===== src/sv/nlmc_pkg.sv =====
package nlmc_pkg;

  localparam int unsigned LevelW = 8;
  localparam int unsigned SecW = 8;
  localparam int unsigned TickW = 8;
  localparam int unsigned LightW = 4;
  localparam int unsigned CfgIdxW = 3;
  localparam int unsigned CfgDataW = 8;

  localparam logic [LevelW-1:0] LevelFull = 8'hff;
  localparam logic [SecW-1:0] SecondsBeyond = 8'hff;

  localparam logic [SecW-1:0] TiltOnReset = 8'd60;
  localparam logic [SecW-1:0] DarkOnReset = 8'd15;
  localparam logic [TickW-1:0] TicksReset = 8'd122;
  localparam logic [LightW-1:0] SamplesReset = 4'd10;
  localparam logic [SecW-1:0] RearmReset = 8'd5;

  typedef enum logic [CfgIdxW-1:0] {
    REG_TILT_ON = 3'd0,
    REG_DARK_ON = 3'd1,
    REG_TICKS   = 3'd2,
    REG_SAMPLES = 3'd3,
    REG_REARM   = 3'd4
  } nlmc_reg_e;

  typedef enum logic [1:0] {
    CMD_SUB_TICK = 2'd0,
    CMD_RAMP     = 2'd1,
    CMD_WAKE     = 2'd2,
    CMD_TILT     = 2'd3
  } nlmc_cmd_e;

  typedef enum logic [1:0] {
    MODE_ASLEEP = 2'd0,
    MODE_UP     = 2'd1,
    MODE_DOWN   = 2'd2
  } nlmc_mode_e;

  typedef struct packed {
    logic [SecW-1:0]   tilt_on_seconds;
    logic [SecW-1:0]   dark_on_seconds;
    logic [TickW-1:0]  ticks_per_second;
    logic [LightW-1:0] light_samples_needed;
    logic [SecW-1:0]   rearm_seconds;
  } nlmc_cfg_t;

  typedef struct packed {
    logic [LevelW-1:0] pwm_level;
    logic              led_drive_on;
    logic              awake;
    logic              tilt_armed;
  } nlmc_result_t;

endpackage


===== src/sv/nlmc_cfg.sv =====
module nlmc_cfg
  import nlmc_pkg::*;
(
  input  logic                clk_i,
  input  logic                rst_ni,
  input  logic                cfg_valid_i,
  input  logic [CfgIdxW-1:0]  cfg_index_i,
  input  logic [CfgDataW-1:0] cfg_data_i,
  output nlmc_cfg_t           cfg_o
);

  nlmc_cfg_t cfg_q;

  always_ff @(posedge clk_i or negedge rst_ni) begin
    if (!rst_ni) begin
      cfg_q.tilt_on_seconds      <= TiltOnReset;
      cfg_q.dark_on_seconds      <= DarkOnReset;
      cfg_q.ticks_per_second     <= TicksReset;
      cfg_q.light_samples_needed <= SamplesReset;
      cfg_q.rearm_seconds        <= RearmReset;
    end else if (cfg_valid_i) begin
      case (nlmc_reg_e'(cfg_index_i))
        REG_TILT_ON: cfg_q.tilt_on_seconds <= cfg_data_i;
        REG_DARK_ON: cfg_q.dark_on_seconds <= cfg_data_i;
        REG_TICKS:   cfg_q.ticks_per_second <= cfg_data_i;
        REG_SAMPLES: cfg_q.light_samples_needed <= cfg_data_i[LightW-1:0];
        REG_REARM:   cfg_q.rearm_seconds <= cfg_data_i;
        default: ;
      endcase
    end
  end

  assign cfg_o = cfg_q;

endmodule


===== src/sv/nlmc_core.sv =====
module nlmc_core
  import nlmc_pkg::*;
(
  input  logic         clk_i,
  input  logic         rst_ni,
  input  nlmc_cfg_t    cfg_i,
  input  logic         in_valid_i,
  output logic         in_ready_o,
  input  logic [1:0]   cmd_i,
  input  logic         light_seen_i,
  output logic         res_valid_o,
  input  logic         res_ready_i,
  output nlmc_result_t res_o
);

  logic             stage_valid_q;
  nlmc_cmd_e        stage_cmd_q;
  logic             stage_light_q;
  logic             fire;

  logic [LevelW-1:0] level_q, level_d;
  nlmc_mode_e        mode_q, mode_d;
  logic [SecW-1:0]   sec_q, sec_d;
  logic [TickW-1:0]  sub_q, sub_d;
  logic [LightW-1:0] lcount_q, lcount_d;
  logic              armed_q, armed_d;
  logic              dark_fire;
  logic              holding;

  assign fire       = stage_valid_q && res_ready_i;
  assign in_ready_o = !stage_valid_q || res_ready_i;

  always_comb begin
    level_d   = level_q;
    mode_d    = mode_q;
    sec_d     = sec_q;
    sub_d     = sub_q;
    lcount_d  = lcount_q;
    armed_d   = armed_q;
    dark_fire = 1'b0;
    case (stage_cmd_q)
      CMD_SUB_TICK: begin
        if (mode_q != MODE_ASLEEP) begin
          sub_d = sub_q + 8'd1;
          if (sub_d > cfg_i.ticks_per_second) begin
            sub_d = '0;
            if (sec_q != SecondsBeyond) begin
              sec_d = sec_q + 8'd1;
            end
          end
        end
      end
      CMD_RAMP: begin
        case (mode_q)
          MODE_UP: begin
            if (level_q != LevelFull) begin
              level_d = level_q + 8'd1;
            end
          end
          MODE_DOWN: begin
            if (level_q != '0) begin
              level_d = level_q - 8'd1;
            end
            if (level_d == '0) begin
              mode_d  = MODE_ASLEEP;
              sec_d   = '0;
              armed_d = 1'b1;
            end
          end
          default: ;
        endcase
      end
      CMD_WAKE: begin
        if (level_q == '0) begin
          sec_d = SecondsBeyond;
          if (stage_light_q) begin
            if (lcount_q < cfg_i.light_samples_needed) begin
              lcount_d = lcount_q + 4'd1;
            end
          end else if (lcount_q >= cfg_i.light_samples_needed) begin
            lcount_d  = '0;
            sec_d     = (cfg_i.tilt_on_seconds > cfg_i.dark_on_seconds) ?
                        cfg_i.tilt_on_seconds - cfg_i.dark_on_seconds : '0;
            armed_d   = 1'b1;
            dark_fire = 1'b1;
          end
          if (mode_q == MODE_ASLEEP) begin
            if (dark_fire) begin
              mode_d = MODE_UP;
            end else begin
              sec_d   = '0;
              armed_d = 1'b1;
            end
          end
        end
      end
      CMD_TILT: begin
        if (armed_q) begin
          armed_d = 1'b0;
          sec_d   = '0;
          if (mode_q == MODE_ASLEEP) begin
            mode_d = MODE_UP;
          end
        end
      end
      default: ;
    endcase
    holding = (mode_d == MODE_UP) && (level_d == LevelFull);
    if (holding) begin
      if (sec_d > cfg_i.rearm_seconds) begin
        armed_d = 1'b1;
      end
      if (sec_d > cfg_i.tilt_on_seconds) begin
        mode_d = MODE_DOWN;
      end
    end
  end

  always_ff @(posedge clk_i or negedge rst_ni) begin
    if (!rst_ni) begin
      stage_valid_q <= 1'b0;
      level_q       <= '0;
      mode_q        <= MODE_ASLEEP;
      sec_q         <= '0;
      sub_q         <= '0;
      lcount_q      <= SamplesReset;
      armed_q       <= 1'b1;
    end else begin
      if (in_ready_o) begin
        stage_valid_q <= in_valid_i;
      end
      if (fire) begin
        level_q  <= level_d;
        mode_q   <= mode_d;
        sec_q    <= sec_d;
        sub_q    <= sub_d;
        lcount_q <= lcount_d;
        armed_q  <= armed_d;
      end
    end
  end

  always_ff @(posedge clk_i) begin
    if (in_valid_i && in_ready_o) begin
      stage_cmd_q   <= nlmc_cmd_e'(cmd_i);
      stage_light_q <= light_seen_i;
    end
  end

  assign res_valid_o        = stage_valid_q;
  assign res_o.pwm_level    = level_d;
  assign res_o.led_drive_on = (mode_d != MODE_ASLEEP);
  assign res_o.awake        = (mode_d != MODE_ASLEEP);
  assign res_o.tilt_armed   = armed_d;

endmodule


===== src/sv/nlmc_out.sv =====
module nlmc_out
  import nlmc_pkg::*;
(
  input  logic         clk_i,
  input  logic         rst_ni,
  input  logic         res_valid_i,
  output logic         res_ready_o,
  input  nlmc_result_t res_i,
  output logic         out_valid_o,
  input  logic         out_ready_i,
  output nlmc_result_t out_o
);

  logic         out_valid_q;
  nlmc_result_t out_q;

  assign res_ready_o = !out_valid_q || out_ready_i;

  always_ff @(posedge clk_i or negedge rst_ni) begin
    if (!rst_ni) begin
      out_valid_q <= 1'b0;
    end else if (res_ready_o) begin
      out_valid_q <= res_valid_i;
    end
  end

  always_ff @(posedge clk_i) begin
    if (res_ready_o && res_valid_i) begin
      out_q <= res_i;
    end
  end

  assign out_valid_o = out_valid_q;
  assign out_o       = out_q;

endmodule


===== src/sv/night_light_mode_controller.sv =====
// Event-driven night-light lamp controller. Each input beat carries one event
// (sub-tick, ramp step, watchdog wake with the light bit, or tilt edge) and
// yields exactly one output beat with the PWM level, LED drive, awake and
// tilt-armed flags as they stand after that event. One event is accepted per
// clock cycle while the output is not stalled; an event passes an input stage
// and then a result register before its result is presented on the output.
// Configuration registers are to be written through the cfg port only while
// idle, which the block does not enforce; the port is always ready.
module night_light_mode_controller
  import nlmc_pkg::*;
(
  input  logic                clk_i,
  input  logic                rst_ni,
  input  logic                cfg_valid_i,
  output logic                cfg_ready_o,
  input  logic [CfgIdxW-1:0]  cfg_index_i,
  input  logic [CfgDataW-1:0] cfg_data_i,
  input  logic                in_valid_i,
  output logic                in_ready_o,
  input  logic [1:0]          cmd_i,
  input  logic                light_seen_i,
  output logic                out_valid_o,
  input  logic                out_ready_i,
  output logic [LevelW-1:0]   pwm_level_o,
  output logic                led_drive_on_o,
  output logic                awake_o,
  output logic                tilt_armed_o
);

  nlmc_cfg_t    cfg;
  nlmc_result_t res;
  nlmc_result_t out;
  logic         res_valid;
  logic         res_ready;

  assign cfg_ready_o = 1'b1;

  nlmc_cfg u_cfg (
    .clk_i       (clk_i),
    .rst_ni      (rst_ni),
    .cfg_valid_i (cfg_valid_i),
    .cfg_index_i (cfg_index_i),
    .cfg_data_i  (cfg_data_i),
    .cfg_o       (cfg)
  );

  nlmc_core u_core (
    .clk_i        (clk_i),
    .rst_ni       (rst_ni),
    .cfg_i        (cfg),
    .in_valid_i   (in_valid_i),
    .in_ready_o   (in_ready_o),
    .cmd_i        (cmd_i),
    .light_seen_i (light_seen_i),
    .res_valid_o  (res_valid),
    .res_ready_i  (res_ready),
    .res_o        (res)
  );

  nlmc_out u_out (
    .clk_i       (clk_i),
    .rst_ni      (rst_ni),
    .res_valid_i (res_valid),
    .res_ready_o (res_ready),
    .res_i       (res),
    .out_valid_o (out_valid_o),
    .out_ready_i (out_ready_i),
    .out_o       (out)
  );

  assign pwm_level_o    = out.pwm_level;
  assign led_drive_on_o = out.led_drive_on;
  assign awake_o        = out.awake;
  assign tilt_armed_o   = out.tilt_armed;

endmodule


===== config.mk =====
export PLATFORM = sky130hd
export DESIGN_NAME = night_light_mode_controller
export DESIGN_NICKNAME = d
export VERILOG_FILES = /design/src/sv/nlmc_pkg.sv /design/src/sv/nlmc_cfg.sv /design/src/sv/nlmc_core.sv /design/src/sv/nlmc_out.sv /design/src/sv/night_light_mode_controller.sv
export SDC_FILE = /design/constraint.sdc
export NUM_CORES = 1
export LEC_CHECK = 0
export BUFFER_PORTS_ARGS = -buffer_cell sky130_fd_sc_hd__buf_2
export CAP_MARGIN = 40
export CORE_ASPECT_RATIO = 1.5
export CORE_MARGIN = 4
export CORE_UTILIZATION = 55
export CTS_CLUSTER_DIAMETER = 200
export DETAILED_ROUTE_END_ITERATION = 6
export PLACE_DENSITY = 0.73
export SKIP_LAST_GASP = 1
export SYNTH_ARGS = -nofsm -noshare
export SYNTH_HDL_FRONTEND = slang
export SYNTH_SLANG_ARGS = --single-unit
export TNS_END_PERCENT = 5

===== constraint.sdc =====
create_clock -name clk_i -period 5.39 [get_ports clk_i]
set_input_delay 1.078 -clock clk_i [delete_from_list [all_inputs] [get_ports clk_i]]
set_output_delay 1.078 -clock clk_i [all_outputs]
set_load 0.02 [all_outputs]

==> reports/summary.log <==
INFO  outcome        status=complete, no violations
INFO  cells_and_area most_frequent_standard_cell_in_the_layout_excluding_fill_and_tap_cells=sky130_fd_sc_hd__nand2_1
INFO  clock_tree     cts_root_buffer=sky130_fd_sc_hd__clkbuf_16
INFO  sta            final.setup.tns=0ps
INFO  global_route   grt_first_pass_wirelength=25.6mm
INFO  die            initial_core_util=56.8%
INFO  detailed_routing detail_route.wirelength=15.5mm
INFO  worst_setup_path critPathMaxStageDelay=520ps
INFO  yosys          syn_area_per_cell=8.68µm²
INFO  detailed_routing routedWlPerCell=18.6µm
INFO  detailed_routing drtAntennaViolNets=0
INFO  power_and_ir_drop power.clock.fraction=21.7%
INFO  global_route   grt_most_used_layer=met2
INFO  yosys          async_s_r_ff_share_synth=84.1%
INFO  sta            hold_ws=506ps
INFO  worst_setup_path path_delay_family=compound AO/OA/AOI/OAI gates
INFO  die            die_w=92.0µm
INFO  yosys          postSynthCellCount=671
INFO  power_and_ir_drop internal-power=0.00156W
INFO  yosys          synth_nets=736
INFO  clock_tree     postcts_setup_bufs=0
INFO  yosys          synth_edf_count=13
INFO  die            core_region_area=10200µm²
INFO  die            rows=45
INFO  power_and_ir_drop pwr-share-seq=36.1%
INFO  placement      place.gp.congestion=0.962
INFO  yosys          synth_seq_area_share=36.8%
INFO  detailed_routing routed_via_density=6.08
INFO  min_path       min_delay_path_depth=1
INFO  global_route   pin_count_of_the_biggest_net_entering_global_routing=57
INFO  sta            post-route-period-util=89.5%
INFO  placement      placedCellCount=817
INFO  sta            fin_crit=4820ps
INFO  die            die_h=134µm
INFO  detailed_routing first_pass_iters=5
INFO  global_route   gr-usage-met3=3.37%
INFO  clock_tree     worstSkewPairLatency=340ps
INFO  worst_setup_path critPathKind=register to register
INFO  global_route   grt_antenna_before_repair=0
INFO  clock_tree     holdBufCountCts=0
INFO  yosys          post_synthesis_cell_area=5820µm²
INFO  worst_setup_path timing.critical_path.from_type=register
INFO  sta            finalMaxSlewViolations=0
INFO  clock_tree     tritoncts_num_sinks=82
INFO  yosys          synth.ff_latch_count=82
INFO  sta            report.final.hold_viol_count=0
INFO  sta            fmaxAchievable=207MHz
INFO  detailed_routing drt_drc=0
INFO  clock_tree     clk_path_buf_depth=2
INFO  clock_tree     cells_resized_by_post_cts_repair=0
INFO  worst_setup_path cp.depth=17
INFO  global_route   first_global_vias=5114
INFO  die            die_area=12300µm²
INFO  global_route   track_usage=26.3%
INFO  sta            timing.max_slew.rel_slack=41.7%
INFO  power_and_ir_drop p_per_area=417nW/µm²
INFO  sta            clock-skew-final=8.31ps
INFO  global_route   grt_util_met2=48.5%
INFO  worst_setup_path cp.required=5610ps
INFO  sta            rsz0062_at_grt=no
INFO  cells_and_area drive_gt1_share=14.3%
INFO  min_path       worstHoldStart=u_core.res_valid_o$_DFFE_PN0N_
INFO  global_route   global_route.usage.met1=29.4%
INFO  clock_tree     tritoncts.num_buffers=9
INFO  die            io_pins=33
INFO  clock_tree     h_tree_depth=3
INFO  detailed_routing drt-initial-drc-count=312
INFO  sta            tightestPinTransition=875ps
INFO  sta            setup_viol=0
INFO  placement      io_buffer_count=31
INFO  power_and_ir_drop power_switching_share=40.7%
INFO  worst_setup_path crit_chain=inv_1, ha_1, or3b_1, and2_1, a2111oi_0, o2111ai_2, o211a_4, a211o_2, a211o_1, ha_1, and3_1, o21ai_0, a21oi_1, a211oi_1, nor4_1, nand3_1, o221a_2
INFO  detailed_routing routed-via-count=5068
INFO  worst_setup_path r2r-start=u_core.level_q[0]$_DFFE_PN0P_
INFO  cells_and_area area.growth.synth_to_final=8.29%
INFO  min_path       worstHoldPathType=register to register
INFO  yosys          synth_ff_type=sky130_fd_sc_hd__dfrtp_1
INFO  clock_tree     clk_transition_reported_paths=70ps
INFO  global_route   grt.overflow.total=0
INFO  worst_setup_path worst-path-buf-inv=1
INFO  worst_setup_path rr_worst_depth=17
INFO  power_and_ir_drop power.static_leakage=2.75nW
INFO  worst_setup_path timing.critical_path.fanout_max=10
INFO  worst_setup_path worst_ep_arrival_time=5050ps
INFO  worst_setup_path cp-startpoint=u_core.level_q[0]$_DFFE_PN0P_
INFO  power_and_ir_drop p_switching=0.00107W
INFO  power_and_ir_drop power.share.combinational=42.2%
INFO  run            maxCapViolCount=0
INFO  placement      hpwl=11.8mm
INFO  yosys          ys_types=75
INFO  worst_setup_path critical_path_most_common_cell=sky130_fd_sc_hd__ha_1
INFO  cells_and_area antenna_cells_inserted=0
INFO  worst_setup_path critPathSlowestCell=sky130_fd_sc_hd__or3b_1
INFO  power_and_ir_drop peakVddDrop=0.263mV
INFO  yosys          ys_warn_count=0
INFO  cells_and_area finalNetCount=752
INFO  cells_and_area mostFrequentLayoutCells=sky130_fd_sc_hd__nand2_1, sky130_fd_sc_hd__o21ai_0, sky130_fd_sc_hd__inv_1
INFO  worst_setup_path critical_path.endpoint_type=register
INFO  cells_and_area fin_cells=833
INFO  clock_tree     tritoncts=yes
logic make-up (layout without fill, tap and decap cells):
group           after synthesis  count (layout)  share of synthesized area, %
compound gates              185             185                          21.5
xor+xnor                     11              11                          1.65
fa+ha+maj                    46              46                          10.0
buf+inv                      87             108                          6.36
flops                        82              82                          36.8
mux                          14              14                          2.69
other cells                   1               1                        0.0644
simple gates                245             245                          21.0
per-layer routing:
metal / wire (µm) / part of all wire, % / vias to the layer above
li1: - / - / 2464
met1: 6040 / 39 / 2443
met2: 8370 / 54 / 120
met3: 435 / 2.8 / 41
met4: 615 / 4.0 / 0
met5: 0 / 0 / -
power by group through the flow:
stage / Clock [W] / Sequential, W / Combinational (W)
after global placement: 0 / 0.000943 / 0.00107
after global routing: 0.000606 / 0.000974 / 0.00125
final: 0.000570 / 0.000950 / 0.00111
after floorplan: 0 / 0.000890 / 0.000873
after CTS: 0.000581 / 0.000944 / 0.00110
after detailed placement: 0 / 0.000952 / 0.00109
cell type report:
class	instances	area, µm²
flip-flops and latches	82	2140
fillers	929	3940
inverters	56	210
well taps	141	176
repair buffers	36	193
clock buffers	11	243
multi-input cells	502	3310
clock inverters	5	31.3
registers in the layout, indices dropped and copies added (netlist names):
signal,count
u_cfg.cfg_o,36
u_core.armed_q,1
u_core.lcount_q,4
u_core.level_q,8
u_core.mode_q,2
u_core.res_valid_o,1
u_core.sec_q,8
u_core.stage_cmd_q,2
u_core.stage_light_q,1
u_core.sub_q,8
u_out.out_o,10
u_out.out_valid_o,1
worst paths after layout:
path | end | slack, ps
min in group asynchronous | u_core.lcount_q[2]$_DFFE_PN0P_ | 640
max in group asynchronous | u_core.mode_q[1]$_DFFE_PN0P_ | 3700
worst min register to register | u_out.out_valid_o$_DFFE_PN0P_ | 510
worst max-delay path | u_core.mode_q[0]$_DFFE_PN0P_ | 570
worst max register to register | u_core.mode_q[0]$_DFFE_PN0P_ | 570
worst min-delay path | u_out.out_valid_o$_DFFE_PN0P_ | 510
through the flow:
stage | area (µm²) | util, % | power [W] | setup slack [ps]
after floorplan | 5820 | - | 0.00176 | 1090
after global placement | 6030 | 58.9 | 0.00201 | 798
after detailed placement | 6030 | 58.9 | 0.00204 | 620
after CTS | 6310 | 61.6 | 0.00263 | 620
after global routing | 6310 | 61.6 | 0.00283 | 182
final | 6310 | 61.6 | 0.00263 | 566
Yosys cell counts (4+ instances only):
| cell type | instances | area [µm²] |
|---|---|---|
| sky130_fd_sc_hd__o221ai_1 | 5 | 43.8 |
| sky130_fd_sc_hd__o2111ai_1 | 4 | 35.0 |
| sky130_fd_sc_hd__a21o_1 | 12 | 90.1 |
| sky130_fd_sc_hd__or3_1 | 7 | 43.8 |
| sky130_fd_sc_hd__edfxtp_1 | 13 | 390 |
| sky130_fd_sc_hd__nor4_1 | 6 | 37.5 |
| sky130_fd_sc_hd__clkbuf_1 | 19 | 71.3 |
| sky130_fd_sc_hd__nand3_1 | 26 | 130 |
| sky130_fd_sc_hd__nand2b_1 | 12 | 75.1 |
| sky130_fd_sc_hd__nand3b_1 | 6 | 45.0 |
| sky130_fd_sc_hd__and2_1 | 4 | 25.0 |
| sky130_fd_sc_hd__o21bai_1 | 4 | 30.0 |
| sky130_fd_sc_hd__dfstp_2 | 20 | 526 |
| sky130_fd_sc_hd__a211o_1 | 4 | 35.0 |
| sky130_fd_sc_hd__nor2b_1 | 7 | 43.8 |
| sky130_fd_sc_hd__buf_4 | 4 | 30.0 |
| sky130_fd_sc_hd__o21ai_0 | 64 | 320 |
| sky130_fd_sc_hd__xnor2_1 | 6 | 52.6 |
| sky130_fd_sc_hd__a221o_1 | 5 | 50.1 |
| sky130_fd_sc_hd__o211ai_1 | 5 | 37.5 |
| sky130_fd_sc_hd__nand4_1 | 7 | 43.8 |
| sky130_fd_sc_hd__a211oi_1 | 7 | 52.6 |
| sky130_fd_sc_hd__a31oi_1 | 8 | 50.1 |
| sky130_fd_sc_hd__buf_2 | 4 | 20.0 |
| sky130_fd_sc_hd__and3_1 | 8 | 50.1 |
| sky130_fd_sc_hd__o31ai_1 | 4 | 30.0 |
| sky130_fd_sc_hd__inv_1 | 56 | 210 |
| sky130_fd_sc_hd__nor3_1 | 17 | 85.1 |
| sky130_fd_sc_hd__dfrtp_1 | 49 | 1230 |
| sky130_fd_sc_hd__nand2_1 | 89 | 334 |
| sky130_fd_sc_hd__a21oi_1 | 26 | 130 |
| sky130_fd_sc_hd__nor2_1 | 35 | 131 |
| sky130_fd_sc_hd__xor2_1 | 5 | 43.8 |
| sky130_fd_sc_hd__mux2_2 | 13 | 146 |
| sky130_fd_sc_hd__ha_1 | 45 | 563 |
worst reg2reg max path, cell delays in order, from the launching register on:
cell and delay [ps]:
sky130_fd_sc_hd__dfrtp_1 480, sky130_fd_sc_hd__inv_1 190, sky130_fd_sc_hd__ha_1 310, sky130_fd_sc_hd__or3b_1 530, sky130_fd_sc_hd__and2_1 240, sky130_fd_sc_hd__a2111oi_0 460, sky130_fd_sc_hd__o2111ai_2 250, sky130_fd_sc_hd__o211a_4 320
sky130_fd_sc_hd__a211o_2 260, sky130_fd_sc_hd__a211o_1 320, sky130_fd_sc_hd__ha_1 280, sky130_fd_sc_hd__and3_1 170, sky130_fd_sc_hd__o21ai_0 100, sky130_fd_sc_hd__a21oi_1 150, sky130_fd_sc_hd__a211oi_1 60, sky130_fd_sc_hd__nor4_1 170
sky130_fd_sc_hd__nand3_1 140, sky130_fd_sc_hd__o221a_2 270
(Power assumes the default switching activity.)
